--- src/rtl/mm4_pkg.sv ---
// Shared types and constants for the 4x4 fixed-point matrix multiplier.
`timescale 1ns / 1ps

package mm4_pkg;

	// Matrix dimension and element format.
	localparam int DIM           = 4;
	localparam int ROW_W         = $clog2(DIM);
	localparam int DATA_W        = 16;
	localparam int PROD_W        = 2 * DATA_W;
	localparam int ACC_W         = PROD_W + ROW_W;
	localparam int FRAC_BITS_DEF = 8;

	localparam logic [ROW_W-1:0] ROW_LAST = ROW_W'(DIM - 1);

	typedef logic signed [DATA_W-1:0] elem_t;
	typedef elem_t [DIM-1:0]          row_t;

	// One input word: row r of A and row r of B.
	typedef struct packed {
		elem_t a_col0;
		elem_t a_col1;
		elem_t a_col2;
		elem_t a_col3;
		elem_t b_col0;
		elem_t b_col1;
		elem_t b_col2;
		elem_t b_col3;
	} in_item_t;

	// One result word: a row of C.
	typedef struct packed {
		elem_t c_col0;
		elem_t c_col1;
		elem_t c_col2;
		elem_t c_col3;
		logic  last_row;
	} out_item_t;

	// Kind of word that travels down the cell chain.
	typedef enum logic {
		WK_LOAD = 1'b0,
		WK_MUL  = 1'b1
	} kind_t;

	// Word handed from cell to cell.
	typedef struct packed {
		kind_t            kind;
		logic [ROW_W-1:0] row;
		logic             last;
		row_t             data;
		row_t             c;
	} chain_t;

endpackage

--- src/rtl/mm4_cell.sv ---
// One column cell of the multiplier chain: holds a column of B and fills one element of C.
`timescale 1ns / 1ps

module mm4_cell #(
	parameter int COL       = 0,
	parameter int FRAC_BITS = mm4_pkg::FRAC_BITS_DEF
) (
	input  logic            clk,
	input  logic            arst_n,
	input  logic            in_valid,
	input  mm4_pkg::chain_t in_word,
	output logic            out_valid,
	output mm4_pkg::chain_t out_word
);

	localparam int DIM    = mm4_pkg::DIM;
	localparam int PROD_W = mm4_pkg::PROD_W;
	localparam int ACC_W  = mm4_pkg::ACC_W;
	localparam int DATA_W = mm4_pkg::DATA_W;

	localparam logic signed [ACC_W-1:0] SAT_MAX =
		ACC_W'((64'sd1 <<< (DATA_W - 1)) - 64'sd1);
	localparam logic signed [ACC_W-1:0] SAT_MIN = -SAT_MAX - ACC_W'(1);

	// Column COL of matrix B, one entry per row.
	mm4_pkg::elem_t bcol_q [DIM];

	logic                     valid_s1;
	mm4_pkg::chain_t          word_s1;
	logic signed [PROD_W-1:0] prod_s1 [DIM];

	logic                     valid_s2;
	mm4_pkg::chain_t          word_s2;

	logic signed [ACC_W-1:0]  acc;
	logic signed [ACC_W-1:0]  acc_sh;
	logic signed [ACC_W-1:0]  acc_sat;
	mm4_pkg::chain_t          word_fill;

	// A load word writes this cell's element of the B row it carries.
	always_ff @(posedge clk) begin
		if (in_valid && in_word.kind == mm4_pkg::WK_LOAD) begin
			bcol_q[in_word.row] <= in_word.data[COL];
		end
	end

	// Valid bits of both stages.
	always_ff @(posedge clk or negedge arst_n) begin
		if (!arst_n) begin
			valid_s1 <= 1'b0;
			valid_s2 <= 1'b0;
		end else begin
			valid_s1 <= in_valid;
			valid_s2 <= valid_s1;
		end
	end

	// Stage one: the four products of the A row with the stored column.
	always_ff @(posedge clk) begin
		word_s1 <= in_word;
		for (int k = 0; k < DIM; k++) begin
			prod_s1[k] <= $signed(in_word.data[k]) * $signed(bcol_q[k]);
		end
	end

	// Stage two: sum at full precision, arithmetic shift, saturate.
	always_comb begin
		acc = '0;
		for (int k = 0; k < DIM; k++) begin
			acc = acc + ACC_W'(prod_s1[k]);
		end
		acc_sh = acc >>> FRAC_BITS;
		if (acc_sh > SAT_MAX) begin
			acc_sat = SAT_MAX;
		end else if (acc_sh < SAT_MIN) begin
			acc_sat = SAT_MIN;
		end else begin
			acc_sat = acc_sh;
		end
		word_fill        = word_s1;
		word_fill.c[COL] = acc_sat[DATA_W-1:0];
	end

	always_ff @(posedge clk) begin
		word_s2 <= word_fill;
	end

	assign out_valid = valid_s2;
	assign out_word  = word_s2;

endmodule

--- config.mk ---
export PLATFORM = sky130hd
export DESIGN_NAME = mm4_cell
export DESIGN_NICKNAME = d
export VERILOG_FILES = /design/src/rtl/mm4_pkg.sv /design/src/rtl/mm4_cell.sv
export SDC_FILE = /design/constraint.sdc
export NUM_CORES = 2
export LEC_CHECK = 0
export BUFFER_PORTS_ARGS = -buffer_cell sky130_fd_sc_hd__buf_2
export CAP_MARGIN = 10
export CORE_MARGIN = 2
export CORE_UTILIZATION = 37
export CTS_BUF_LIST = sky130_fd_sc_hd__clkbuf_8
export CTS_CLUSTER_SIZE = 40
export DETAILED_ROUTE_END_ITERATION = 12
export HOLD_SLACK_MARGIN = 0.15
export PLACE_DENSITY_LB_ADDON = 0.3
export SLEW_MARGIN = 10
export SYNTH_ARGS = -nofsm -noshare
export SYNTH_HDL_FRONTEND = slang
export SYNTH_SLANG_ARGS = --single-unit
--- constraint.sdc ---
create_clock -name clk -period 8.85 [get_ports clk]
set_clock_uncertainty 0.15 [all_clocks]
set_input_delay 2.655 -clock clk [delete_from_list [all_inputs] [get_ports clk]]
set_output_delay 2.655 -clock clk [all_outputs]
set_load 0.05 [all_outputs]
# Yosys cells after proc, flatten, opt, wreduce, memory -nomap -nowiden
# Memory sizes are Yosys's and may differ from the RTL's.
# Cells that the tools add are included.
[classes] n_addsub=3 mul=4 order_cmp=2 mux=3 bitwise=1 n_reduce_logical=1
[ops] cell="multiplier 16 x 16 -> 32 bit" count=4
[ops] cell="adder 33 x 32 -> 34 bit" count=1
[ops] cell="adder 34 x 32 -> 34 bit" count=1
[ops] cell="adder 32 x 32 -> 33 bit" count=1
[ops] cell="> comparator 26 x 16 -> 1 bit, second input constant" count=1
[ops] cell="< comparator 26 x 16 -> 1 bit, second input constant" count=1
[ops] cell="two-way mux 16 bit" count=1
[ops] cell="two-way mux 1 bit" count=2
[ops] cell="logical AND 1 bit" count=1
[ops] cell="NOT 1 bit" count=1
[word_totals] reg_bits=250 mem_bits_rw=192 in_bits=135 output_inout_bits=133 word_cells=39 mem_count=2
[memory_table] memory="prod_s1" words=4 word_bits=32 read_ports=4 rd_ports_with_merged_regs=0 write_ports=4 line="mm4_cell.sv:30" rtl="logic signed [PROD_W-1:0] prod_s1 [DIM];"
[memory_table] memory="bcol_q" words=4 word_bits=16 read_ports=4 rd_ports_with_merged_regs=0 write_ports=1 line="mm4_cell.sv:26" rtl="mm4_pkg::elem_t bcol_q [DIM];"

# Depth between registers and ports, before layout
[depth] word_depth=5 depth_mapped=26 depth_no_buf=25

# Least setup slack after synthesis
# Ideal clock, no wire load.
[synth_timing] path_kind="input -> register" from="in in_word[119] (netlist name)" to="mem prod_s1[3][31] (netlist name)" setup_ns=0.118 arrival_ns=8.759 required_ns=8.582 slack_ns=-0.177 path_stages=24 path_buffers=1 cell_sequence="clkbuf_1 > nand2_1 > fa_1 > inv_1 > fa_1 > inv_1 > fa_1 > inv_1 > fa_1 > fa_1 > inv_1 > fa_1 > inv_1 > ha_1 > a2111oi_0 > o21ai_0 > a31oi_1 > o2bb2ai_1 > o41ai_1 > o21ai_0 > o41ai_1 > o2111ai_1 > o31a_1 > xnor2_1"
[synth_rtl] item="from (decl)" line="mm4_cell.sv:11" rtl="input mm4_pkg::chain_t in_word,"
[synth_rtl] item="to (decl)" line="mm4_cell.sv:30"

==> impl_metrics.toml <==
[run]
drv_cap = 0

[detailed_routing]
vias = 35068
antenna_left = 0
wl_mm = 128
viasPerCell = 4.63
routedWlPerCell_um = 16.9
drt_first_pass_iters = 8
drtIter0Drc = 1463
drc = 0

[floorplan]
coreArea_um2 = 139000
num_rows = 137
pin_count = 268
die_w_um = 378
start_util_pct = 37.2
die_h_um = 378
die_area_um2 = 143000

[hold_path]
worstHoldStart = "word_fill[96]"
hp-class = "register to register"

[placed_design]
portBuffers = 251
place_congestion = 0.898
dp.final_hpwl_mm = 105
place_inst = 7398
place_area_um2 = 57100
dp_slack_ns = -0.534

[timing]
hold_violations = 0
hold_ws_ns = 0.161
tightest_slew_ns = 0.996
rsz0062_at_grt = "false"
drv_slew = 0
slew_headroom_pct = 33.6
fmax_mhz = 117
period_share_pct = 96.3
setup_ws_ns = 0.329
setup_viol = 0
min_period_ns = 8.52

[final_layout]
syn_to_final_growth_pct = 14.5
fin_nets = 7220
post-route-cell-area_um2 = 59200
drive_gt1_share_pct = 12.7
layoutNonFillerInstCount = 7568

[clock_tree]
cts_inserted_buffers = 85
clk_latency_ns = 0.82
clock-sinks = 442
clk_pin_slew_ns = 0.06
cts_root_buf = "clkbuf_8"
tritoncts = "done"
clk_path_buf_depth = 3
htree_levels = 3

[critical_path]
cp_max_fo = 7
worstSetupPathType = "primary input to register"
startpoint = "in_word[119]"
crit_path_end_kind = "register"
required_ns = 9.38
arrival_ns = 9.05
start_kind = "primary input"
reg2reg_from = "bcol_q[3][4]"

[logic_synthesis]
synth_compound_area_share_pct = 4.44
synth_top_family_by_area = "adder cells"
synth_nets = 6717
ys.flop_type = "dfxtp_1"
synthAdderAreaFrac_pct = 51.7
ys_seq_area_share_pct = 18.4
synth_xor_area_share_pct = 2.61
async_reset_ff_share_pct = 0.452
synthSimpleGateAreaFrac_pct = 12.6
synth_seq_cells = 442
yosysWarnings = 0
synth_cells = 5111
synth_mux_area_share_pct = 0.0387
ys_types = 79
synth_edf_count = 64
syn_avg_cell_area_um2 = 10.1
synth_area_um2 = 51700

[global_route]
grt_pass1_vias = 38677
met1_usage_pct = 24.9
gr-usage-met2_pct = 30.9
grt_max_degree = 21
gr-total-overflow = 0
antenna_found_initial = 11
grt_first_pass_wirelength_mm = 209
grt_use_total_pct = 18.9
grt-busiest-layer = "met2"
grt_use_met3_pct = 3.75

[run_status]
outcome = "completed"
## path summary, 6_finish.rpt
| check | depth (start not counted) | endpoint | slack [ns] |
|---|---|---|---|
| worst max-delay path | 24 | prod_s1[3][30] | 0.33 |
| worst min-delay path | 0 | out_word[96] | 0.16 |
| worst max register to register | 23 | prod_s1[3][31] | 1.44 |
| worst min register to register | 0 | out_word[96] | 0.16 |
| max in group asynchronous | 1 | out_valid | 6.93 |
| min in group asynchronous | 1 | valid_s1 | 1.52 |
## cell usage in the layout, fill, tap and decap left out, types with 5 or more instances in the layout
cell type | Yosys | layout
a211oi_1 | 10 | 10
a21o_1 | 51 | 51
a21oi_1 | 89 | 89
a31oi_1 | 11 | 11
and2_1 | 500 | 500
and3_1 | 11 | 11
buf_2 | 1 | 251
buf_4 | 2 | 292
bufinv_16 | 0 | 13
clkbuf_8 | 0 | 102
clkinv_2 | 0 | 11
clkinvlp_4 | 0 | 7
dfxtp_1 | 376 | 376
diode_2 | 0 | 5
edfxtp_1 | 64 | 64
fa_1 | 1112 | 1112
ha_1 | 359 | 359
inv_1 | 1274 | 1290
nand2_1 | 516 | 516
nand2b_1 | 36 | 36
nand3_1 | 34 | 34
nand4_1 | 7 | 7
nor2_1 | 130 | 130
nor2b_1 | 14 | 14
nor3_1 | 22 | 22
o211ai_1 | 6 | 6
o21a_1 | 16 | 16
o21ai_0 | 49 | 47
o21bai_1 | 19 | 19
o221ai_1 | 7 | 7
o31a_1 | 5 | 5
o32ai_1 | 8 | 8
or2_2 | 8 | 8
or3_1 | 6 | 6
xnor2_1 | 120 | 120
xor2_1 | 34 | 34
## cell type report
type	count	area, um2
multi-input combinational	3262	37000
fill	13599	80000
antenna	5	12.5
sequential	442	9500
timing repair buffer	549	3530
inverter	1274	4780
clock inverter	58	682
tap	1876	2350
clock buffer	102	1400
## Yosys cell counts (all sizes together), types with 9 or more instances
library cell / count / share of area [%]
a211oi: 11 / 0.17
a21o: 51 / 0.74
a21oi: 91 / 0.89
a31oi: 11 / 0.13
and2: 500 / 6.0
and3: 11 / 0.13
clkbuf: 129 / 0.94
dfxtp: 376 / 15
edfxtp: 64 / 3.7
fa: 1112 / 43
ha: 359 / 8.7
inv: 1274 / 9.2
nand2: 516 / 3.7
nand2b: 36 / 0.44
nand3: 34 / 0.33
nor2: 130 / 0.94
nor2b: 14 / 0.17
nor3: 23 / 0.23
o21a: 16 / 0.23
o21ai: 53 / 0.53
o21bai: 19 / 0.28
o221ai: 9 / 0.18
xnor2: 120 / 2.0
xor2: 34 / 0.58
## per-layer routing
| layer | vias up | wire, um |
|---|---|---|
| met5 | - | 30 |
| li1 | 16086 | - |
| met3 | 235 | 7540 |
| met2 | 805 | 59500 |
| met1 | 17936 | 56200 |
| met4 | 6 | 4710 |
## what timing repair did
item,4_1_cts,5_1_grt
setup endpoints to repair,0,2
hold buffers,4,0
gates resized for setup,0,4
endpoints found under the hold margin,4,0
buffers inserted,0,1
## flip-flops by register name (all words and copies together) (netlist names)
name       cells
prod_s1      128
out_word     132
valid_s1       1
word_fill    116
out_valid      1
bcol_q        64
## cell families (layout without fill, tap and decap cells)
group           count (synthesis)  after routing
compound gates                332            332
mux                             2              2
fa+ha+maj                    1471           1471
xor+xnor                      154            154
simple gates                 1303           1303
buf+inv                      1407           1983
other cells                     0              5
flops                         442            442
## worst max-delay path: stages
cell and delay (ns):
buf_2 0.16, buf_4 0.17, and2_1 0.15, fa_1 0.50, fa_1 0.56, ha_1 0.16, inv_1 0.05, fa_1 0.47
inv_1 0.05, fa_1 0.53, inv_1 0.05, fa_1 0.48, inv_1 0.04, ha_1 0.27, a2111oi_0 0.35, o21ai_0 0.25
a31oi_1 0.27, o21a_1 0.19, o21ai_1 0.12, o311ai_1 0.35, nand3_1 0.16, or4_1 0.48, nand4_1 0.12, or3b_2 0.44
## per-stage QoR
step | setup TNS, ns | util [%]
6_report | 0 | 42.5
5_1_grt | 0 | 42.5
4_1_cts | 0 | 42.5
3_5_place_dp | -3.53 | 41.0
3_3_place_gp | -3.35 | 41.0
2_1_floorplan | -0.00710 | -
Power is left out: the tool's default activity adds up to more than one toggle a clock period on the data nets, which glitch-free logic cannot reach.
